<file path="src/rtl/core/assert_macros.svh">
`ifndef ASSERT_MACROS_SVH
`define ASSERT_MACROS_SVH

// Same-cycle implication, sampled on clk and disabled during rst.
`define GB5_ASSERT_SAME(label, ante, cons) \
  label: assert property (@(posedge clk) disable iff (rst) (ante) |-> (cons)) \
    else $error("gb5 same-cycle check failed");

// Next-cycle implication, sampled on clk and disabled during rst.
`define GB5_ASSERT_NEXT(label, ante, cons) \
  label: assert property (@(posedge clk) disable iff (rst) (ante) |=> (cons)) \
    else $error("gb5 next-cycle check failed");

`endif

</file>
<file path="src/rtl/core/gb5_pkg.sv">
`default_nettype none

package gb5_pkg;

  localparam int MAX_WIDTH    = 1024;
  localparam int KSIZE        = 5;
  localparam int LINES        = KSIZE - 1;
  localparam int PIX_W        = 8;
  localparam int COL_W        = $clog2(MAX_WIDTH);
  localparam int IMG_W_W      = 11;
  localparam int HEIGHT_W     = 16;
  localparam int ROW_W        = HEIGHT_W + 1;
  localparam int LINE_WORD_W  = LINES * PIX_W;
  localparam int CSUM_W       = 15;
  localparam int SUM_W        = 17;
  localparam int RECIP_W      = 19;
  localparam int PROD_W       = SUM_W + RECIP_W;
  localparam int RECIP_SHIFT  = 27;
  localparam int COLQ_DEPTH   = 4;
  localparam int COLQ_PTR_W   = $clog2(COLQ_DEPTH);
  localparam int COLQ_CNT_W   = COLQ_PTR_W + 1;
  localparam int OUTQ_DEPTH   = 8;
  localparam int OUTQ_PTR_W   = $clog2(OUTQ_DEPTH);
  localparam int OUTQ_CNT_W   = OUTQ_PTR_W + 1;
  localparam int ROW_END_BURST = 3;
  localparam int CFG_INDEX_W  = 4;
  localparam int CFG_DATA_W   = 16;

  localparam logic [CFG_INDEX_W-1:0] REG_IMAGE_WIDTH  = CFG_INDEX_W'(0);
  localparam logic [CFG_INDEX_W-1:0] REG_IMAGE_HEIGHT = CFG_INDEX_W'(1);

  localparam logic [IMG_W_W-1:0]  WIDTH_RESET  = IMG_W_W'(640);
  localparam logic [IMG_W_W-1:0]  WIDTH_MIN    = IMG_W_W'(5);
  localparam logic [IMG_W_W-1:0]  WIDTH_MAX    = IMG_W_W'(MAX_WIDTH);
  localparam logic [HEIGHT_W-1:0] HEIGHT_RESET = HEIGHT_W'(480);

  // Reciprocal of 273 scaled by 2**27, rounded up; exact for all sums below 255*273+1.
  localparam logic [RECIP_W-1:0] RECIP_273 = RECIP_W'(491641);

  // Vertical profiles of the kernel columns: outer rows, inner rows, center row.
  localparam logic [CSUM_W-1:0] WA_OUT = CSUM_W'(1);
  localparam logic [CSUM_W-1:0] WA_IN  = CSUM_W'(4);
  localparam logic [CSUM_W-1:0] WA_CTR = CSUM_W'(7);
  localparam logic [CSUM_W-1:0] WB_OUT = CSUM_W'(4);
  localparam logic [CSUM_W-1:0] WB_IN  = CSUM_W'(16);
  localparam logic [CSUM_W-1:0] WB_CTR = CSUM_W'(26);
  localparam logic [CSUM_W-1:0] WC_OUT = CSUM_W'(7);
  localparam logic [CSUM_W-1:0] WC_IN  = CSUM_W'(26);
  localparam logic [CSUM_W-1:0] WC_CTR = CSUM_W'(41);

  typedef struct packed {
    logic [PIX_W-1:0] pixel_in;
    logic             flush;
  } pix_in_t;

  typedef struct packed {
    logic [PIX_W-1:0] pixel_out;
    logic             row_end;
    logic             frame_end;
  } pix_out_t;

  typedef struct packed {
    logic [KSIZE-1:0][PIX_W-1:0] pix;
    logic                        clear;
    logic                        emit;
    logic                        last_col;
    logic                        last_row;
  } col_item_t;

  typedef struct packed {
    logic      valid;
    col_item_t item;
  } col_xfer_t;

  function automatic logic [CSUM_W-1:0] col_sum(
    input logic [KSIZE-1:0][PIX_W-1:0] p,
    input logic [CSUM_W-1:0]           w_out,
    input logic [CSUM_W-1:0]           w_in,
    input logic [CSUM_W-1:0]           w_ctr
  );
    logic [CSUM_W-1:0] outer_sum;
    logic [CSUM_W-1:0] inner_sum;
    outer_sum = CSUM_W'(p[0]) + CSUM_W'(p[KSIZE-1]);
    inner_sum = CSUM_W'(p[1]) + CSUM_W'(p[KSIZE-2]);
    return w_out * outer_sum + w_in * inner_sum + w_ctr * CSUM_W'(p[2]);
  endfunction

endpackage

`default_nettype wire

</file>
<file path="src/rtl/core/gb5_back.sv">
`default_nettype none

module gb5_back
  import gb5_pkg::*;
(
  input  wire logic                   clk,
  input  wire logic                   rst,
  input  wire col_xfer_t              col_rd,
  output logic                        colq_pop,
  output logic                        empty,
  input  wire logic                   pop,
  output pix_out_t                    dout,
  output logic      [OUTQ_CNT_W-1:0]  outq_count
);

  logic [CSUM_W-1:0]     ha [KSIZE];
  logic [CSUM_W-1:0]     hb [KSIZE];
  logic [CSUM_W-1:0]     hc [KSIZE];

  logic                  v1;
  logic                  f1_emit;
  logic                  f1_last;
  logic                  f1_last_row;
  logic                  v2;
  logic [SUM_W-1:0]      s_a;
  logic [SUM_W-1:0]      s_b;
  logic [SUM_W-1:0]      s_c;
  logic                  f2_last;
  logic                  f2_last_row;
  logic                  v3;
  logic [PIX_W-1:0]      q_a;
  logic [PIX_W-1:0]      q_b;
  logic [PIX_W-1:0]      q_c;
  logic                  f3_last;
  logic                  f3_last_row;

  logic                  en;
  logic                  room;
  logic [OUTQ_CNT_W-1:0] need;
  logic [OUTQ_CNT_W-1:0] n_wr;
  logic                  oq_wr;
  logic                  oq_rd;
  logic [PROD_W-1:0]     p_a;
  logic [PROD_W-1:0]     p_b;
  logic [PROD_W-1:0]     p_c;

  pix_out_t              oq [OUTQ_DEPTH];
  logic [OUTQ_PTR_W-1:0] wr_ptr;
  logic [OUTQ_PTR_W-1:0] rd_ptr;

  assign need     = f3_last ? OUTQ_CNT_W'(ROW_END_BURST) : OUTQ_CNT_W'(1);
  assign room     = (OUTQ_CNT_W'(OUTQ_DEPTH) - outq_count) >= need;
  assign oq_wr    = v3 && room;
  assign en       = !v3 || room;
  assign colq_pop = en && col_rd.valid;
  assign n_wr     = oq_wr ? need : '0;
  assign empty    = outq_count == '0;
  assign oq_rd    = pop && !empty;
  assign dout     = oq[rd_ptr];

  assign p_a = PROD_W'(s_a) * PROD_W'(RECIP_273);
  assign p_b = PROD_W'(s_b) * PROD_W'(RECIP_273);
  assign p_c = PROD_W'(s_c) * PROD_W'(RECIP_273);

  always_ff @(posedge clk) begin
    if (rst) begin
      v1 <= 1'b0;
      v2 <= 1'b0;
      v3 <= 1'b0;
    end else if (en) begin
      v1 <= colq_pop;
      v2 <= v1 && f1_emit;
      v3 <= v2;
    end
  end

  // The history keeps the three column sums of the newest five columns, newest first.
  always_ff @(posedge clk) begin
    if (en) begin
      if (colq_pop) begin
        ha[0] <= col_sum(col_rd.item.pix, WA_OUT, WA_IN, WA_CTR);
        hb[0] <= col_sum(col_rd.item.pix, WB_OUT, WB_IN, WB_CTR);
        hc[0] <= col_sum(col_rd.item.pix, WC_OUT, WC_IN, WC_CTR);
        for (int i = 1; i < KSIZE; i++) begin
          ha[i] <= col_rd.item.clear ? '0 : ha[i-1];
          hb[i] <= col_rd.item.clear ? '0 : hb[i-1];
          hc[i] <= col_rd.item.clear ? '0 : hc[i-1];
        end
        f1_emit     <= col_rd.item.emit;
        f1_last     <= col_rd.item.last_col;
        f1_last_row <= col_rd.item.last_row;
      end
      s_a <= SUM_W'(ha[0]) + SUM_W'(hb[1]) + SUM_W'(hc[2]) + SUM_W'(hb[3]) + SUM_W'(ha[4]);
      s_b <= SUM_W'(hb[0]) + SUM_W'(hc[1]) + SUM_W'(hb[2]) + SUM_W'(ha[3]);
      s_c <= SUM_W'(hc[0]) + SUM_W'(hb[1]) + SUM_W'(ha[2]);
      f2_last     <= f1_last;
      f2_last_row <= f1_last_row;
      q_a <= p_a[RECIP_SHIFT +: PIX_W];
      q_b <= p_b[RECIP_SHIFT +: PIX_W];
      q_c <= p_c[RECIP_SHIFT +: PIX_W];
      f3_last     <= f2_last;
      f3_last_row <= f2_last_row;
    end
  end

  always_ff @(posedge clk) begin
    if (rst) begin
      wr_ptr     <= '0;
      rd_ptr     <= '0;
      outq_count <= '0;
    end else begin
      wr_ptr     <= wr_ptr + OUTQ_PTR_W'(n_wr);
      if (oq_rd) begin
        rd_ptr <= rd_ptr + OUTQ_PTR_W'(1);
      end
      outq_count <= outq_count + n_wr - OUTQ_CNT_W'(oq_rd);
    end
  end

  always_ff @(posedge clk) begin
    if (oq_wr) begin
      oq[wr_ptr].pixel_out <= q_a;
      oq[wr_ptr].row_end   <= 1'b0;
      oq[wr_ptr].frame_end <= 1'b0;
      if (f3_last) begin
        oq[wr_ptr + OUTQ_PTR_W'(1)].pixel_out <= q_b;
        oq[wr_ptr + OUTQ_PTR_W'(1)].row_end   <= 1'b0;
        oq[wr_ptr + OUTQ_PTR_W'(1)].frame_end <= 1'b0;
        oq[wr_ptr + OUTQ_PTR_W'(2)].pixel_out <= q_c;
        oq[wr_ptr + OUTQ_PTR_W'(2)].row_end   <= 1'b1;
        oq[wr_ptr + OUTQ_PTR_W'(2)].frame_end <= f3_last_row;
      end
    end
  end

endmodule

`default_nettype wire

</file>
<file path="config.mk">
export PLATFORM = sky130hd
export DESIGN_NAME = gb5_back
export DESIGN_NICKNAME = d
export VERILOG_FILES = /design/src/rtl/core/assert_macros.svh /design/src/rtl/core/gb5_pkg.sv /design/src/rtl/core/gb5_back.sv
export SDC_FILE = /design/constraint.sdc
export NUM_CORES = 2
export LEC_CHECK = 0
export BUFFER_PORTS_ARGS = -buffer_cell sky130_fd_sc_hd__buf_2
export CAP_MARGIN = 25
export CELL_PAD_IN_SITES_DETAIL_PLACEMENT = 0
export CELL_PAD_IN_SITES_GLOBAL_PLACEMENT = 1
export CORE_MARGIN = 1
export CORE_UTILIZATION = 48
export DETAILED_ROUTE_END_ITERATION = 8
export PLACE_DENSITY = 0.8
export SYNTH_ARGS = -nofsm -noshare
export SYNTH_HDL_FRONTEND = slang
export SYNTH_SLANG_ARGS = --single-unit
</file>
<file path="constraint.sdc">
create_clock -name clk -period 7.9 [get_ports clk]
set_input_delay 0.395 -clock clk [delete_from_list [all_inputs] [get_ports clk]]
set_output_delay 0.395 -clock clk [all_outputs]
set_load 0.03 [all_outputs]
</file>
## After elaboration in Yosys (flattened, before gate mapping)

Memory sizes are Yosys's and may differ from the RTL's. A register that Yosys moved wholly into a read port is not among the register bits.
Cells that the tools add are included.
W data, S select, Z words.

| cells by class | value |
|---|---|
| $add $sub $neg | 24 |
| multiply operators | 8 |
| order comparisons | 1 |
| mux-type cells | 24 |
| reductions and logical operators | 9 |

Operator list:

| kind | number |
|---|---|
| $mux W15 | 12 |
| $mul A17 B19 Y35 const B | 3 |
| $add A16 B15 Y17 | 3 |
| $add A17 B15 Y17 | 3 |
| $add A15 B15 Y16 | 3 |
| $add A15 B15 Y15 | 2 |
| $add A8 B8 Y9 | 2 |
| $add A12 B14 Y15 | 1 |
| $add A15 B11 Y15 | 1 |
| $add A15 B13 Y15 | 1 |
| $add A15 B14 Y15 | 1 |
| $mul A6 B8 Y14 const A | 1 |
| $mul A4 B9 Y13 const A | 1 |
| $mul A3 B9 Y12 const A | 1 |
| $mul A4 B8 Y12 const A | 1 |
| $mul A3 B8 Y11 const A | 1 |
| $mux W1 | 8 |
| $add A3 B1 Y3 const B | 2 |
| $mux W3 | 2 |
| $add A4 B2 Y4 | 1 |
| $ge A4 B2 Y1 | 1 |
| $logic_and A1 B1 Y1 | 4 |
| $logic_not A4 Y1 | 1 |
| $mux W2 | 2 |
| other kinds (7) | 8 |

| word-level totals | value |
|---|---|
| flip-flop bits (word level) | 95 |
| bits in writable memories | 305 |
| bits of input ports | 48 |
| output and inout port bits | 16 |
| memories kept | 4 |

Memory list:

| name | depth | width | rd ports | clocked after Yosys merged registers in | wr ports | RTL line | RTL |
|---|---|---|---|---|---|---|---|
| oq | 8 | 10 | 1 | 1 | 3 | gb5_back.sv:47 | `pix_out_t oq [OUTQ_DEPTH];` |
| ha | 5 | 15 | 5 | 0 | 5 | gb5_back.sv:16 | `logic [CSUM_W-1:0] ha [KSIZE];` |
| hb | 5 | 15 | 4 | 0 | 5 | gb5_back.sv:17 | `logic [CSUM_W-1:0] hb [KSIZE];` |
| hc | 5 | 15 | 4 | 0 | 5 | gb5_back.sv:18 | `logic [CSUM_W-1:0] hc [KSIZE];` |

## Logic depth before layout (Yosys ltp)

| depth | value |
|---|---|
| depth after elaboration | 7 |
| mapped depth | 26 |
| depth with buffers taken out | 26 |

## Worst setup path before layout

Ideal clock, no wire load.

| path | value |
|---|---|
| path kind | register to register |
| start point | register outq_count[1] |
| end point | register f1_emit, enable pin |
| library setup time | 0.553 ns |
| data arrival time | 7.393 ns |
| slack | -0.046 ns |
| cell stages (with the launch flop) | 7 |
| path buffers | 0 |
| period minus slack after synthesis | 7.946 ns |
| cell sequence | dfxtp_1 > inv_1 > ha_1 > nand2b_1 > o22ai_2 > nand4_1 > and2_1 |

| between the ends | value |
|---|---|
| cells in the longest elaborated chain, start to end | 5 |

RTL lines:

| item | RTL line | RTL |
|---|---|---|
| from (decl) | gb5_back.sv:13 | `output logic [OUTQ_CNT_W-1:0] outq_count` |
| from (signal assigned) | gb5_back.sv:116 | `outq_count <= outq_count + n_wr - OUTQ_CNT_W'(oq_rd);` |
| $sub A4 B4 Y4 | gb5_back.sv:52 | `assign room = (OUTQ_CNT_W'(OUTQ_DEPTH) - outq_count) >= need;` |
| $ge A4 B2 Y1 | gb5_back.sv:52 |  |
| $logic_or A1 B1 Y1 | gb5_back.sv:54 | `assign en = !v3 \|\| room;` |
| $logic_and A1 B1 Y1 | gb5_back.sv:55 | `assign colq_pop = en && col_rd.valid;` |
| net colq_pop | gb5_back.sv:9 | `output logic colq_pop,` |
| $reduce_and A2 Y1 (no source line) | -- |  |
| to (signal assigned) | gb5_back.sv:89 | `f1_emit <= col_rd.item.emit;` |
| to (decl) | gb5_back.sv:21 | `logic f1_emit;` |

The timed path passes the listed nets, and every way through them passes these cells.
A chain may end at the register's enable or synchronous reset.

## Worst setup path after layout

| path | value |
|---|---|
| start point | register s_b[14] |
| end point | register q_b[6] (data pin) |

| between the ends | value |
|---|---|
| cells in the longest elaborated chain, start to end | 1 |

RTL lines:

| item | RTL line | RTL |
|---|---|---|
| from (decl) | gb5_back.sv:26 | `logic [SUM_W-1:0] s_b;` |
| from (signal assigned) | gb5_back.sv:94 | `s_b <= SUM_W'(hb[0]) + SUM_W'(hc[1]) + SUM_W'(hb[2]) + SUM_W'(ha[3]);` |
| $mul A17 B19 Y35 | gb5_back.sv:62 | `assign p_b = PROD_W'(s_b) * PROD_W'(RECIP_273);` |
| net p_b[33] | gb5_back.sv:44 | `logic [PROD_W-1:0] p_b;` |
| to (signal assigned) | gb5_back.sv:99 | `q_b <= p_b[RECIP_SHIFT +: PIX_W];` |
| to (decl) | gb5_back.sv:32 | `logic [PIX_W-1:0] q_b;` |

The timed path passes the listed nets, and every way through them passes these cells.

==> results_dict.tcl <==
set metrics [dict create \
    wl_per_cell_um 18.04 \
    netlist.area_leader.share_pct 27.33 \
    synth.distinct_cells 85 \
    cts_buffer_depth 3 \
    criticalPathCategory "reg -> reg" \
    synth_area_leaders "edfxtp_1, ha_1, fa_1" \
    synthArstFlopShare_pct 0 \
    ant_nets 0 \
    synth.avg_cell_area_um2 11.03 \
    synth_top_cell_by_area "edfxtp_1" \
    synth_top_family_by_area "adder cells" \
    ctsHtreeMaxLevel 2 \
    yosys.area_share.xor_xnor_pct 3.218 \
    drcViolationCount 0 \
    cts-root-buf "clkbuf_16" \
    rsz0062_at_grt "no" \
    ios 64 \
    slew_viol_final 0 \
    cp_max_fo 6 \
    antenna_found_initial 1 \
    tightest_slew_ns 1.141 \
    startpoint "s_b[14]" \
    rows 98 \
    crit_cells 18 \
    track_usage_pct 20.97 \
    tns_ns 0 \
    ys_warn_count 0 \
    vias 22260 \
    multi_input_area_um2 22150 \
    die_x_um 271.4 \
    gp_congestion 0.9026 \
    synth_ff_type "edfxtp_1" \
    hpwl_um 62770 \
    syn_area_um2 34830 \
    placedCellCount 4122 \
    fin_crit_ns 5.915 \
    post-route-period-util_pct 74.87 \
    fmax_mhz 169.1 \
    cp_cell_sequence "fa_1 > inv_1 > fa_1 > fa_1 > inv_1 > fa_1 > inv_1 > fa_1 > fa_1 > inv_1 > ha_1 > nand2_1 > a2111oi_0 > and4_1 > o2bb2ai_2 > o41ai_4 > o21bai_1 > xor2_1" \
    die_area_um2 73650 \
    muxShareOfSynthArea_pct 3.685 \
    cts_tree "built" \
    synth-seq-cells 341 \
    nFillCells 6282 \
    cap_violations 0 \
    gr-total-overflow 0 \
    synth_fa_ha_area_share_pct 40.84 \
    ys_seq_area_share_pct 28.71 \
    drive_gt1_share_pct 6.315 \
    startpoint_type "flop" \
    fp.coreArea_um2 71610 \
    outcome "complete, no violations" \
    worstPathRequired_ns 8.19 \
    via_per_inst 5.304 \
    synth.most_common_cell "inv_1" \
    clock-skew-final_ns 0.03628 \
    synth-edff-count 317 \
    crit_top_cell "fa_1" \
    drt_iter0_drc 1409 \
    setup_violations 0 \
    numPortBuffers 63 \
    start_util_pct 48.64 \
    ys_top_cells_by_count "inv_1, ha_1, fa_1, edfxtp_1, a21oi_1" \
    fin_cells 4196 \
    relSlewSlack_pct 23.91 \
    grt_pass1_wl_um 122100 \
    crit_buf_inv 4 \
    slowest_delay_ns 0.62 \
    synth_simple_gate_area_share_pct 8.050 \
    clock-sinks 341 \
    synth-compound-area-share_pct 7.787 \
    arrival_ns 6.21 \
    areaGrowthSynthToFinish_pct 7.611 \
    clk_pin_slew_ns 0.06 \
    cts_made_buffers 39 \
    die_y_um 271.4 \
    synthCells 3157 \
    reg2reg_depth 18 \
    crit_path_top_delay_cell "fa_1" \
    crit_family "adder cells" \
    endpoint_kind "flop" \
    r2r-start "s_b[14]" \
    diodes 0 \
    grt_max_degree 167 \
    clk_latency_ns 0.57 \
    routed_wl_um 75690 \
    worstHoldPathType "in -> reg" \
    drtPass1Iterations 6 \
    grt_pass1_vias 23610 \
    postCtsSetupBuffers 0 \
    fin_nets 4192 \
    synth_nets 4132 \
    min-delay-start "col_rd[1]" \
    hold_path_depth 1 \
    seq_area_um2 10000 \
    hold_violations 0 \
]
-- logic make-up after synthesis --
kind of cell	count (synthesis)
compound gates	427
xor+xnor	128
fa+ha+maj	927
buf+inv	706
flops	341
mux	102
simple gates	526
-- layer usage --
metal  wire length (um)  vias up  GRT usage, %
met1              33690    11000         27.77
met5                  0        -             0
li1                   -    10690             -
met2              36500      463         35.88
met4               2245        0         6.490
met3               3250      110         2.494
-- registers in the layout, summed over array words and instances, names as in the netlist, 3 cells and up, named ones only --
signal and count:
oq 80, ha 65, hb 56, hc 42, s_a 17, s_b 17, s_c 17, q_a 8
q_b 8, q_c 8, outq_count 4, rd_ptr 3, wr_ptr 3
-- metrics by stage --
step	util [%]	setup slack (ns)	hold WS (ns)	instance area, um2
floorplan	-	1.568	0.4003	34830
global placement	50.48	1.564	0.4025	36150
detailed placement	50.55	1.467	0.4070	36200
CTS	52.28	1.962	0.0003008	37440
global route	52.35	1.609	0.004094	37480
finish	52.35	1.985	0.03481	37480
-- cell usage in the layout (no fill, tap or decap), types with 10 or more instances in the layout --
cell / instances
a21o_1: 45
o21a_1: 17
o21ai_1: 20
o21bai_1: 20
nor2b_1: 140
mux2i_1: 72
xor2_1: 42
nand2b_1: 14
ha_1: 577
a211oi_1: 12
mux2_2: 10
a21oi_1: 164
o211ai_1: 19
xnor2_1: 86
nand2_1: 91
mux4_2: 20
clkbuf_16: 40
inv_1: 645
nand4_1: 15
buf_4: 10
fa_1: 350
nor3_1: 27
nand3_1: 36
dfxtp_1: 23
and3_1: 12
buf_2: 62
o21ai_0: 68
nor2_1: 134
edfxtp_1: 317
-- layout make-up --
class | instances | share of cell area, %
clock inverter | 20 | 0.4573
multi-input combinational | 2110 | 59.09
tap | 950 | 3.171
clock buffer | 50 | 2.824
inverter | 646 | 6.469
timing repair buffer | 79 | 1.308
sequential | 341 | 26.68
-- what timing repair did --
action,CTS,global route
endpoints found under the hold margin,1,1
hold buffers,1,1
resized for setup,0,0
-- path summary, 6_finish.rpt --
check	endpoint	slack [ns]
setup / recovery	q_b[6]	1.99
hold / removal	f1_last	0.03
setup reg to reg	q_b[6]	1.99
hold reg to reg	f2_last_row	0.42
Power is not shown: default switching activity piles up to over one toggle a cycle in this logic, so the estimate is an artifact.
