$ cat config.mk
export PLATFORM = sky130hd
export DESIGN_NAME = gb5_colq
export DESIGN_NICKNAME = d
export VERILOG_FILES = /design/src/rtl/core/assert_macros.svh /design/src/rtl/core/gb5_pkg.sv /design/src/rtl/core/gb5_colq.sv
export SDC_FILE = /design/constraint.sdc
export NUM_CORES = 1
export LEC_CHECK = 0
export ABC_AREA = 1
export BUFFER_PORTS_ARGS = -buffer_cell sky130_fd_sc_hd__buf_2
export CORE_UTILIZATION = 50
export DETAILED_ROUTE_END_ITERATION = 10
export PLACE_DENSITY = 0.73
export SLEW_MARGIN = 20
export SYNTH_ARGS = -nofsm -noshare
export SYNTH_HDL_FRONTEND = slang
export SYNTH_SLANG_ARGS = --single-unit
$ cat constraint.sdc
create_clock -name clk -period 2.2 [get_ports clk]
set_input_delay 0.11 -clock clk [delete_from_list [all_inputs] [get_ports clk]]
set_output_delay 0.11 -clock clk [all_outputs]
set_load 0.1 [all_outputs]
$ cat src/rtl/core/assert_macros.svh
`ifndef ASSERT_MACROS_SVH
`define ASSERT_MACROS_SVH

// Same-cycle implication, sampled on clk and disabled during rst.
`define GB5_ASSERT_SAME(label, ante, cons) \
  label: assert property (@(posedge clk) disable iff (rst) (ante) |-> (cons)) \
    else $error("gb5 same-cycle check failed");

// Next-cycle implication, sampled on clk and disabled during rst.
`define GB5_ASSERT_NEXT(label, ante, cons) \
  label: assert property (@(posedge clk) disable iff (rst) (ante) |=> (cons)) \
    else $error("gb5 next-cycle check failed");

`endif

$ cat src/rtl/core/gb5_pkg.sv
`default_nettype none

package gb5_pkg;

  localparam int MAX_WIDTH    = 1024;
  localparam int KSIZE        = 5;
  localparam int LINES        = KSIZE - 1;
  localparam int PIX_W        = 8;
  localparam int COL_W        = $clog2(MAX_WIDTH);
  localparam int IMG_W_W      = 11;
  localparam int HEIGHT_W     = 16;
  localparam int ROW_W        = HEIGHT_W + 1;
  localparam int LINE_WORD_W  = LINES * PIX_W;
  localparam int CSUM_W       = 15;
  localparam int SUM_W        = 17;
  localparam int RECIP_W      = 19;
  localparam int PROD_W       = SUM_W + RECIP_W;
  localparam int RECIP_SHIFT  = 27;
  localparam int COLQ_DEPTH   = 4;
  localparam int COLQ_PTR_W   = $clog2(COLQ_DEPTH);
  localparam int COLQ_CNT_W   = COLQ_PTR_W + 1;
  localparam int OUTQ_DEPTH   = 8;
  localparam int OUTQ_PTR_W   = $clog2(OUTQ_DEPTH);
  localparam int OUTQ_CNT_W   = OUTQ_PTR_W + 1;
  localparam int ROW_END_BURST = 3;
  localparam int CFG_INDEX_W  = 4;
  localparam int CFG_DATA_W   = 16;

  localparam logic [CFG_INDEX_W-1:0] REG_IMAGE_WIDTH  = CFG_INDEX_W'(0);
  localparam logic [CFG_INDEX_W-1:0] REG_IMAGE_HEIGHT = CFG_INDEX_W'(1);

  localparam logic [IMG_W_W-1:0]  WIDTH_RESET  = IMG_W_W'(640);
  localparam logic [IMG_W_W-1:0]  WIDTH_MIN    = IMG_W_W'(5);
  localparam logic [IMG_W_W-1:0]  WIDTH_MAX    = IMG_W_W'(MAX_WIDTH);
  localparam logic [HEIGHT_W-1:0] HEIGHT_RESET = HEIGHT_W'(480);

  // Reciprocal of 273 scaled by 2**27, rounded up; exact for all sums below 255*273+1.
  localparam logic [RECIP_W-1:0] RECIP_273 = RECIP_W'(491641);

  // Vertical profiles of the kernel columns: outer rows, inner rows, center row.
  localparam logic [CSUM_W-1:0] WA_OUT = CSUM_W'(1);
  localparam logic [CSUM_W-1:0] WA_IN  = CSUM_W'(4);
  localparam logic [CSUM_W-1:0] WA_CTR = CSUM_W'(7);
  localparam logic [CSUM_W-1:0] WB_OUT = CSUM_W'(4);
  localparam logic [CSUM_W-1:0] WB_IN  = CSUM_W'(16);
  localparam logic [CSUM_W-1:0] WB_CTR = CSUM_W'(26);
  localparam logic [CSUM_W-1:0] WC_OUT = CSUM_W'(7);
  localparam logic [CSUM_W-1:0] WC_IN  = CSUM_W'(26);
  localparam logic [CSUM_W-1:0] WC_CTR = CSUM_W'(41);

  typedef struct packed {
    logic [PIX_W-1:0] pixel_in;
    logic             flush;
  } pix_in_t;

  typedef struct packed {
    logic [PIX_W-1:0] pixel_out;
    logic             row_end;
    logic             frame_end;
  } pix_out_t;

  typedef struct packed {
    logic [KSIZE-1:0][PIX_W-1:0] pix;
    logic                        clear;
    logic                        emit;
    logic                        last_col;
    logic                        last_row;
  } col_item_t;

  typedef struct packed {
    logic      valid;
    col_item_t item;
  } col_xfer_t;

  function automatic logic [CSUM_W-1:0] col_sum(
    input logic [KSIZE-1:0][PIX_W-1:0] p,
    input logic [CSUM_W-1:0]           w_out,
    input logic [CSUM_W-1:0]           w_in,
    input logic [CSUM_W-1:0]           w_ctr
  );
    logic [CSUM_W-1:0] outer_sum;
    logic [CSUM_W-1:0] inner_sum;
    outer_sum = CSUM_W'(p[0]) + CSUM_W'(p[KSIZE-1]);
    inner_sum = CSUM_W'(p[1]) + CSUM_W'(p[KSIZE-2]);
    return w_out * outer_sum + w_in * inner_sum + w_ctr * CSUM_W'(p[2]);
  endfunction

endpackage

`default_nettype wire

$ cat src/rtl/core/gb5_colq.sv
`default_nettype none

module gb5_colq
  import gb5_pkg::*;
(
  input  wire logic                  clk,
  input  wire logic                  rst,
  input  wire col_xfer_t             col_wr,
  output logic      [COLQ_CNT_W-1:0] count,
  output col_xfer_t                  col_rd,
  input  wire logic                  pop
);

  col_item_t               entries [COLQ_DEPTH];
  logic [COLQ_PTR_W-1:0]   wr_ptr;
  logic [COLQ_PTR_W-1:0]   rd_ptr;
  logic                    do_pop;

  assign do_pop      = pop && (count != '0);
  assign col_rd.valid = count != '0;
  assign col_rd.item  = entries[rd_ptr];

  always_ff @(posedge clk) begin
    if (rst) begin
      wr_ptr <= '0;
      rd_ptr <= '0;
      count  <= '0;
    end else begin
      if (col_wr.valid) begin
        wr_ptr <= wr_ptr + COLQ_PTR_W'(1);
      end
      if (do_pop) begin
        rd_ptr <= rd_ptr + COLQ_PTR_W'(1);
      end
      count <= count + COLQ_CNT_W'(col_wr.valid) - COLQ_CNT_W'(do_pop);
    end
  end

  always_ff @(posedge clk) begin
    if (col_wr.valid) begin
      entries[wr_ptr] <= col_wr.item;
    end
  end

endmodule

`default_nettype wire

**Word-level counts from Yosys, hierarchy flattened**

Memory sizes are Yosys's and may differ from the RTL's. A register that Yosys moved wholly into a read port is not among the register bits.
Index checks and enable logic that the tools add are counted.

- Register bits: 7
- Bits in writable memories: 176
- Input port bits: 48
- Output and inout port bits: 48
- Logic and storage cells: 14
- Memories: 1

- Add/sub/neg operators: 4
- Multiplexer cells: 4
- Reductions and logical operators: 2

Memories:

| memory | words | bits a word | read ports | clocked after Yosys merged registers in | write ports | RTL line | text |
|---|---|---|---|---|---|---|---|
| entries | 4 | 44 | 1 | 1 | 1 | gb5_colq.sv:14 | `col_item_t entries [COLQ_DEPTH];` |

Operator list:

| kind | number |
|---|---|
| adder 2 x 1 -> 2 bit (second input constant) | 2 |
| 2-to-1 mux 2 bit | 2 |
| adder 3 x 1 -> 3 bit | 1 |
| nonzero test 3 bit | 1 |
| subtractor 3 x 1 -> 3 bit | 1 |
| 2-to-1 mux 1 bit | 2 |
| logical AND 1 bit | 1 |

**Logic depth before layout (Yosys ltp)**

Gate-level depths: netlist (run 1).

- Word-level depth: 4
- Gate-level depth with buffers: 9
- Depth with buffers taken out: 9

**Worst setup path before layout (run 1)**

No wires, ideal clock.

- Path kind: register -> output
- Start: register with a tool-made name
- End: output col_rd[33] (netlist name)
- Arrival time: 2.220 ns
- Data required time: 2.090 ns
- Setup slack: -0.130 ns
- Cell stages (with the launch flop): 6
- Buffers on the path: 3
- Cells stage by stage: dfxtp_1 -> buf_6 -> buf_6 -> buf_4 -> nor2_1 -> o22ai_1

RTL lines:

| element | RTL line | text |
|---|---|---|
| end, declared | gb5_colq.sv:10 | `output col_xfer_t col_rd,` |

==> flow_summary_export.csv, run 1 <==
group,metric,value,unit
clock_tree,clk_latency,0.42,ns
min_path,hold-path-endpoint,"wr_ptr[0]",
setup_path,cp_num_buf_inv,2,
setup_path,ff2ff_path_depth,9,
finish,synthToLayoutAreaGrowth,35.2,%
global_route,grt_pass1_vias,4710,
routing,drtIter0Drc,313,
sta,slew_violations,0,
yosys,synth_seq_cells,185,
routing,drt-total-wl,15100,µm
setup_path,regToRegSetupSlack,0.44,ns
yosys,synth_commonest_cells,"edfxtp_1 (176), nor2_1 (85), o21ai_0 (83)",
status,outcome,"finished clean",
yosys,synth-compound-area-share,11.6,%
yosys,synth_xor_xnor_area_share,0,%
power_and_ir_drop,peakVddDrop,0.937,mV
floorplanning,dieArea,0.0146,mm²
routing,wl_per_cell,18.3,µm
global_route,grt_first_pass_wirelength,23700,µm
power_and_ir_drop,power,0.0127,W
floorplanning,die_w,121,µm
min_path,hp-start,"col_wr[44]",
finish,layout-drive-gt1-share,31.1,%
clock_tree,cts_setup_buffers,0,
yosys,synthArstFlopShare,0,%
sta,slew_headroom,64.8,%
sta,finalClockSkew,0.00724,ns
clock_tree,clock_sinks,185,
yosys,synth_top_area_share,74.8,%
job,maxCapViolations,0,
setup_path,crit_family,"buffers and inverters",
min_path,holdPathStages,3,
floorplanning,io_pins,96,
setup_path,critPathCaptureType,"primary output",
routing,route.detailed.drc,0,
place,portBuffers,95,
routing,first_pass_iters,4,
yosys,synthSimpleGateAreaFrac,6.18,%
setup_path,cp_max_fo,88,
yosys,seq_area_frac_synth,77.3,%
floorplanning,initial_utilization,51.1,%
finish,finalNonFillerCells,824,
clock_tree,cts_buffers,17,
yosys,synth_top_cell_by_area,"edfxtp_1",
finish,nets,686,
place,dp_hpwl,8520,µm
power_and_ir_drop,p_leak,3.45,nW
setup_path,critPathMaxStageDelay,0.40,ns
yosys,synthAdderAreaFrac,1.35,%
min_path,worst_hold_path_type,"primary input to flop",
setup_path,r2r-start,"count[1]",
sta,fin_ws,0.102,ns
yosys,synth.most_common_cell,"edfxtp_1",
yosys,synthTopCellsByArea,"edfxtp_1 (75%), o21ai_0 (5.9%), nor2_1 (4.5%)",
place,dp_slack,0.468,ns
setup_path,required,2.09,ns
setup_path,cp.arrival,1.99,ns
yosys,synth_area,0.00707,mm²
setup_path,cp_cell_sequence,"buf_12, o21ai_0, o22ai_2, clkbuf_4",
yosys,synth_top_family_by_area,"compound AO/OA/AOI/OAI gates",
routing,vias,4437,
yosys,yosys_warnings,0,
sta,finalHoldViolations,0,
sta,rsz0062_at_grt,"false",
floorplanning,rows,43,
setup_path,r2r_end,"count[2]",
routing,viasPerCell,5.38,
place,place_inst,746,
power_and_ir_drop,powerDensity,1330,mW/mm²
finish,utilization,69.1,%
floorplanning,core_area,0.0138,mm²
clock_tree,root_buffer,"clkbuf_16",
global_route,overflow,0,
sta,period_minus_slack,2.10,ns
sta,tightest_slew,0.532,ns
yosys,ys.flop_type,"edfxtp_1",
global_route,track_usage,22.1,%
yosys,synth_edf_count,176,
global_route,grt_max_degree,89,
clock_tree,cts_tree,"yes",
setup_path,startpoint_type,"flop",
sta,final.setup.tns,0,ns
sta,max_freq,0.477,GHz
global_route,antenna_found_initial,0,
yosys,syn_avg_cell_area,14.5,µm²
clock_tree,htreeDepth,4,
finish,insertedDiodeCount,0,
clock_tree,cts.path.max_buffers,2,
floorplanning,die_h,121,µm
yosys,muxShareOfSynthArea,0,%
sta,finalSetupViolations,0,
yosys,synthCells,486,
routing,ant_nets,0,
yosys,ys_types,22,
finish,fill_cells,889,
yosys,synthesis.nets,541,
sta,post-route-period-util,95.4,%
setup_path,worstSetupPathType,"flop to primary output",
place,gp_congestion,0.802,
setup_path,cp_slowest_cell,"dfxtp_2",
clock_tree,cts.reportedPaths.clkPinSlew,0.06,ns
## metrics by stage
stage | area [µm²] | hold WS, ns
floorplan | 7280 | 0.174
global placement | 8520 | 0.291
detailed placement | 8520 | 0.296
CTS | 9540 | 0.0275
global route | 9550 | 0.0549
finish | 9550 | 0.0417
## placed cells by master, fill, tap and decap left out
| cell type | count |
|---|---|
| clkbuf_4 | 3 |
| dlygate4sd3_1 | 46 |
| clkinv_2 | 4 |
| clkinv_1 | 2 |
| buf_4 | 7 |
| inv_6 | 2 |
| a21boi_0 | 1 |
| nor2_1 | 85 |
| inv_8 | 1 |
| dfxtp_2 | 4 |
| dfxtp_1 | 4 |
| nand2_1 | 12 |
| o21ai_1 | 7 |
| a21oi_1 | 5 |
| dfxtp_4 | 1 |
| inv_1 | 12 |
| clkbuf_1 | 2 |
| buf_2 | 55 |
| ha_1 | 6 |
| clkinvlp_4 | 3 |
| o21ai_0 | 83 |
| bufinv_16 | 2 |
| clkbuf_16 | 17 |
| fa_1 | 1 |
| nand3_1 | 2 |
| buf_12 | 42 |
| o22ai_2 | 44 |
| nor2_2 | 10 |
| edfxtp_1 | 176 |
| inv_2 | 5 |
## cell families after synthesis
kind of cell | count (synthesis)
AOI/OAI and AO/OA | 140
adders and majority gates | 7
buffers and inverters | 45
DFF | 185
and+or+nand+nor | 109
## tightest hold or removal path, cell delays in order
cell	delay (ns)
buf_2	0.14
inv_1	0.10
a21oi_1	0.07
## flip-flops by register name, summed over array words and instances, names as in the netlist, named ones only
signal and cells:
entries 176, count 3, rd_ptr 2, wr_ptr 2
## report_power, final
part / total, W / switching (W) / internal (W) / leakage [nW]
clock network: 0.00290 / 0.00124 / 0.00166 / 0.268
logic: 0.00567 / 0.00400 / 0.00167 / 1.49
registers: 0.00414 / 0.0000849 / 0.00405 / 1.69
total: 0.0127 / 0.00532 / 0.00739 / 3.45
## how the worst max path moves through the flow
stage | to | slack [ns] | depth (start not counted)
2_1_floorplan | count[1] | 0.22 | 8
5_1_grt | col_rd[5] | 0.004 | 4
3_3_place_gp | count[2] | 0.53 | 8
4_1_cts | col_rd[35] | 0.03 | 4
6_report | col_rd[3] | 0.10 | 4
3_5_place_dp | count[2] | 0.47 | 9
## routing by layer
metal / GRT usage, % / vias to the layer above / part of all wire, %
li1: - / 2093 / -
met1: 27.0 / 2198 / 41
met2: 37.9 / 133 / 52
met3: 5.08 / 13 / 5.6
met4: 8.87 / 0 / 1.1
met5: 0 / - / 0
## layout make-up
cell class              instances  area [µm²]  area share, %
repair buffers                153        1650           17.3
inverters                      18        75.1          0.786
clock inverters                13         128           1.34
flip-flops and latches        185        5470           57.3
well taps                     180         225           2.36
clock buffers                  19         433           4.53
multi-input cells             256        1570           16.4
## repair_timing
action,4_1_cts,5_1_grt
hold buffers,46,0
hold endpoints to repair,180,0
endpoints found under the setup margin,0,9
resized for setup,0,5
Note: power is estimated with default switching activity, not from simulation.
==> inputs of run 2 (changes only) <==
==> constraint.sdc (replaced) <==
create_clock -name clk -period 2.3 [get_ports clk]
set_input_delay 0.115 -clock clk [delete_from_list [all_inputs] [get_ports clk]]
set_output_delay 0.115 -clock clk [all_outputs]
set_load 0.1 [all_outputs]
==> flow_summary_export.csv, run 2 (synthesized netlist as in run 1, its figures left out) <==
group,metric,value,unit
power_and_ir_drop,combPwrFrac,44.1,%
routing,ant_nets,0,
finish,largest_reg_flops,176,
floorplanning,die_h,121,µm
sta,post-route-period-util,94.7,%
finish,layout_common_cells,"edfxtp_1 (176), nor2_1 (85), o21ai_0 (83), buf_2 (52), dlygate4sd3_1 (46)",
setup_path,startpoint_type,"flop",
routing,wl_per_cell,17.2,µm
power_and_ir_drop,clkPwrFrac,22.6,%
floorplanning,die_w,121,µm
status,outcome,"finished clean",
floorplanning,core_area,0.0138,mm²
routing,vias,4395,
clock_tree,clock_sinks,185,
sta,holdWs,0.0330,ns
clock_tree,htreeDepth,4,
global_route,grt_first_pass_wirelength,22800,µm
clock_tree,cts.reportedPaths.clkPinSlew,0.07,ns
routing,drtIter0Drc,307,
setup_path,r2r_end,"count[2]",
sta,rsz0062_at_grt,"true",
setup_path,worstSetupPathType,"flop to primary output",
power_and_ir_drop,p_leak,3.43,nW
power_and_ir_drop,peakVddDrop,0.772,mV
sta,period_minus_slack,2.18,ns
floorplanning,io_pins,96,
finish,nets,688,
finish,layout-drive-gt1-share,29.1,%
clock_tree,cts_setup_buffers,0,
routing,viasPerCell,5.31,
clock_tree,cts_tree,"yes",
finish,mostFrequentLayoutCell,"edfxtp_1",
min_path,hp-start,"col_wr[44]",
power_and_ir_drop,p_seq_share,33.3,%
sta,finalSetupViolations,0,
clock_tree,clk_latency,0.43,ns
setup_path,cp_max_fo,88,
setup_path,regToRegSetupSlack,0.54,ns
finish,largest-register,"entries",
clock_tree,cts_buffers,17,
power_and_ir_drop,switching_share,42.7,%
min_path,hold-path-endpoint,"wr_ptr[0]",
place,portBuffers,95,
routing,drt-total-wl,14200,µm
finish,fill_cells,895,
power_and_ir_drop,power,0.0120,W
place,gp_congestion,0.716,
global_route,track_usage,21.0,%
power_and_ir_drop,p_switching,0.00511,W
sta,tightest_slew,0.504,ns
sta,slew_headroom,66.4,%
place,dp_hpwl,8370,µm
finish,synthToLayoutAreaGrowth,33.6,%
power_and_ir_drop,p_int,0.00686,W
clock_tree,cts.path.max_buffers,2,
setup_path,cp_slowest_cell,"buf_2",
routing,route.detailed.drc,0,
clock_tree,root_buffer,"clkbuf_16",
setup_path,critPathCaptureType,"primary output",
setup_path,critPathMaxStageDelay,0.46,ns
sta,finalClockSkew,0.0171,ns
place,dp_slack,0.415,ns
sta,max_freq,0.459,GHz
floorplanning,rows,43,
global_route,overflow,0,
min_path,worst_hold_path_type,"primary input to flop",
power_and_ir_drop,powerDensity,1270,mW/mm²
min_path,holdPathStages,3,
sta,finalHoldViolations,0,
setup_path,ff2ff_path_depth,8,
setup_path,cp_cell_sequence,"inv_8, nor2_1, o22ai_1, buf_2",
global_route,grt_pass1_vias,4650,
setup_path,cp.arrival,2.06,ns
finish,reg_top3,"entries x176, count x3",
global_route,grt_max_degree,89,
setup_path,required,2.18,ns
routing,first_pass_iters,6,
floorplanning,dieArea,0.0146,mm²
floorplanning,initial_utilization,51.1,%
setup_path,r2r-start,"count[1]",
global_route,antenna_found_initial,1,
job,maxCapViolations,0,
sta,fin_ws,0.122,ns
sta,slew_violations,0,
[run 2: power by group through the flow]
stage	clock network (W)	registers (W)	logic, W
2_1_floorplan	0	0.00415	0.00352
5_1_grt	0.00286	0.00400	0.00550
3_5_place_dp	0	0.00405	0.00522
6_report	0.00270	0.00398	0.00528
4_1_cts	0.00275	0.00398	0.00530
3_3_place_gp	0	0.00404	0.00515
[run 2: through the flow]
step                      TNS (ns)  std cells  cell area, µm²  util, %
after floorplan                  0        486            7180        -
after detailed placement         0        748            8400     60.7
after global routing       -0.0419        827            9440     68.3
final                            0        827            9440     68.3
after global placement           0        748            8400     60.7
after CTS                        0        826            9420     68.1
[run 2: worst max-delay path, delay by kind of cell (launching register included)]
family / cells / cell delay [ns]
simple gates: 1 / 0.08
compound gates: 1 / 0.21
flops: 1 / 0.44
buf+inv: 2 / 0.89
[run 2: worst max path at each step]
stage	from	to	slack, ns	cells past startpoint
CTS	flop	col_rd[20]	0.01	4
global placement	flop	col_rd[3]	0.51	4
floorplan	flop	col_rd[17]	0.003	5
global route	flop	col_rd[3]	-0.04	4
detailed placement	flop	col_rd[22]	0.42	4
finish	flop	col_rd[3]	0.12	4
[run 2: area by class of cell]
type	count	area, µm²	share of cell area [%]
Tap cell	180	225	2.39
Multi-Input combinational cell	256	1470	15.5
Timing Repair Buffer	155	1640	17.4
Antenna cell	1	2.50	0.0265
Sequential cell	185	5470	58.0
Clock buffer	17	425	4.51
Inverter	18	75.1	0.795
Clock inverter	15	133	1.41
[run 2: layer usage]
metal | global-route usage (%) | up-vias | wire (µm)
met1 | 24.1 | 2143 | 5490
met5 | 0 | - | 0
met3 | 4.84 | 22 | 650
li1 | - | 2102 | -
met2 | 36.5 | 128 | 7780
met4 | 11.2 | 0 | 290
[run 2: timing repair]
action / in CTS / in global routing
resized for setup: 2 / 6
hold buffers: 46 / 0
endpoints found under the setup margin: 2 / 15
hold endpoints to repair: 180 / 0
==> inputs of run 3 (changes only) <==
--- a/config.mk
+++ b/config.mk
@@ -5,7 +5,6 @@
 export SDC_FILE = /design/constraint.sdc
 export NUM_CORES = 1
 export LEC_CHECK = 0
-export ABC_AREA = 1
 export BUFFER_PORTS_ARGS = -buffer_cell sky130_fd_sc_hd__buf_2
 export CORE_UTILIZATION = 50
 export DETAILED_ROUTE_END_ITERATION = 10
==> flow_summary_export.csv, run 3 <==
group,metric,value,unit
status,outcome,"finished clean",
floorplanning,core_area,0.0133,mm²
place,placement.cell_area,0.00763,mm²
clock_tree,postCtsResizedCells,0,
yosys,syn_avg_cell_area,25.0,µm²
clock_tree,root_buffer,"clkbuf_16",
sta,finalClockSkew,0.00897,ns
finish,layout-drive-gt1-share,43.2,%
sta,slew_violations,0,
setup_path,cp_num_buf_inv,3,
clock_tree,clk_latency,0.42,ns
floorplanning,die_h,119,µm
yosys,ys_types,22,
yosys,synthesis.nets,330,
yosys,synth_top_cell_by_area,"edfxtp_1",
place,portBuffers,95,
routing,first_pass_iters,4,
global_route,grt_max_degree,31,
clock_tree,cts.reportedPaths.clkPinSlew,0.06,ns
routing,viasPerCell,5.21,
setup_path,worstSetupPathType,"flop to primary output",
finish,largest_reg_flops,176,
global_route,grt_first_pass_wirelength,19000,µm
min_path,holdPathStages,3,
setup_path,required,2.18,ns
yosys,muxShareOfSynthArea,15.3,%
finish,insertedDiodeCount,0,
power_and_ir_drop,peakVddDrop,1.00,mV
sta,finalHoldViolations,0,
yosys,synth_xor_xnor_area_share,0.473,%
yosys,synth-compound-area-share,0.255,%
setup_path,cp.arrival,1.97,ns
setup_path,cp_max_fo,10,
floorplanning,io_pins,96,
yosys,synthTopCellsByArea,"edfxtp_1 (77%), mux4_2 (13%), dfxtp_1 (2.6%)",
min_path,worst_hold_path_type,"primary input to flop",
finish,mostFrequentLayoutCell,"edfxtp_1",
yosys,synthCells,275,
power_and_ir_drop,power,0.0104,W
sta,max_freq,0.479,GHz
setup_path,cp_slowest_cell,"mux4_2",
setup_path,critPathCaptureType,"primary output",
yosys,synth_area,0.00688,mm²
finish,synthToLayoutAreaGrowth,27.1,%
yosys,synthSimpleGateAreaFrac,1.09,%
yosys,synth_commonest_cells,"edfxtp_1 (176), mux4_2 (40), dfxtp_1 (9)",
routing,vias,3318,
clock_tree,htreeDepth,4,
yosys,seq_area_frac_synth,79.5,%
power_and_ir_drop,p_leak,3.08,nW
global_route,grt_pass1_vias,3453,
place,dp_hpwl,7350,µm
finish,layout_common_cells,"edfxtp_1 (176), buf_2 (95), dlygate4sd3_1 (45), mux4_2 (40), buf_4 (19)",
setup_path,regToRegSetupSlack,0.33,ns
setup_path,crit_family,"buffers and inverters",
setup_path,path_depth,4,
routing,drtIter0Drc,297,
sta,period_minus_slack,2.09,ns
setup_path,cp_cell_sequence,"buf_12, buf_4, mux4_2, buf_2",
clock_tree,cts_tree,"yes",
sta,post-route-period-util,90.7,%
global_route,overflow,0,
routing,wl_per_cell,19.3,µm
finish,utilization,65.5,%
clock_tree,clock_sinks,185,
global_route,antenna_found_initial,0,
sta,slew_headroom,63.1,%
global_route,track_usage,18.7,%
finish,reg_top3,"entries x176, count x3",
routing,drt-total-wl,12300,µm
routing,ant_nets,0,
setup_path,ff2ff_path_depth,7,
yosys,ys.flop_type,"edfxtp_1",
power_and_ir_drop,powerDensity,1190,mW/mm²
yosys,synthArstFlopShare,0,%
finish,nets,503,
yosys,synth.most_common_cell,"edfxtp_1",
clock_tree,cts.path.max_buffers,2,
floorplanning,die_w,119,µm
sta,tightest_slew,0.553,ns
yosys,synth_seq_cells,185,
sta,finalSetupViolations,0,
routing,route.detailed.drc,0,
setup_path,critPathMaxStageDelay,0.50,ns
yosys,synth_edf_count,176,
setup_path,startpoint_type,"flop",
sta,rsz0062_at_grt,"false",
yosys,synthAdderAreaFrac,1.38,%
floorplanning,rows,42,
yosys,synth_top_family_by_area,"multiplexers",
floorplanning,dieArea,0.0142,mm²
sta,final.setup.tns,0,ns
yosys,synth_top_area_share,76.8,%
job,maxCapViolations,0,
floorplanning,initial_utilization,51.5,%
clock_tree,cts_buffers,17,
yosys,yosys_warnings,0,
finish,design_area,0.00874,mm²
finish,largest-register,"entries",
place,gp_congestion,0.684,
==> run 3: final timing paths <==
kind	from	to
max	flop	col_rd[4]
min	col_wr[44]	wr_ptr[0]
max reg2reg	count[1]	count[2]
min reg2reg	wr_ptr[1]	wr_ptr[1]
==> run 3: stage by stage <==
stage               hold slack [ns]  setup WS, ns  cells
floorplan                     0.214         0.226    275
global placement              0.325         0.449    549
detailed placement            0.333         0.357    549
CTS                          0.0494       0.00392    626
global route                 0.0607         0.146    637
finish                       0.0713         0.214    637
==> run 3: cells by family (layout without fill, tap and decap cells) <==
logic type               after synthesis  in the layout
buffers and inverters                 17            203
XOR/XNOR                               2              2
adder cells (fa/ha/maj)                7              7
flip-flops                           185            185
AO/OA/AOI/OAI                          2              2
multiplexers                          48             48
AND/OR/NAND/NOR                       14             14
==> run 3: area by class of cell <==
class	instances	area [µm²]
Sequential cell	185	5470
Fill cell	912	4610
Multi-Input combinational cell	73	1270
Timing Repair Buffer	165	1190
Clock buffer	18	429
Tap cell	176	220
Clock inverter	14	129
Inverter	6	22.5
==> run 3: worst register-to-register path, delay by kind of cell (launching register included) <==
kind | cells | cell delay (ns)
adders and majority gates | 3 | 0.86
xor gates and xnor gates | 1 | 0.21
AOI/OAI and AO/OA | 1 | 0.35
buffers and inverters | 1 | 0.04
and+or+nand+nor | 1 | 0.05
DFF | 1 | 0.35
==> run 3: where the power goes <==
part	internal [W]	switching [W]
sequential	0.00390	0.0000939
clock	0.00159	0.00117
combinational	0.000956	0.00270
total	0.00644	0.00397
==> run 3: per-layer routing <==
layer / vias up / global-route usage [%] / share of wire, %
met5: - / 0 / 0
met4: 0 / 6.65 / 1.1
met3: 12 / 5.60 / 5.4
met2: 101 / 30.9 / 51
met1: 1693 / 23.5 / 42
li1: 1512 / - / -
==> run 3: timing repair <==
action,in CTS,in global routing
hold buffers,45,0
hold endpoints to repair,181,0
buffers inserted,0,11
setup endpoints to repair,0,11
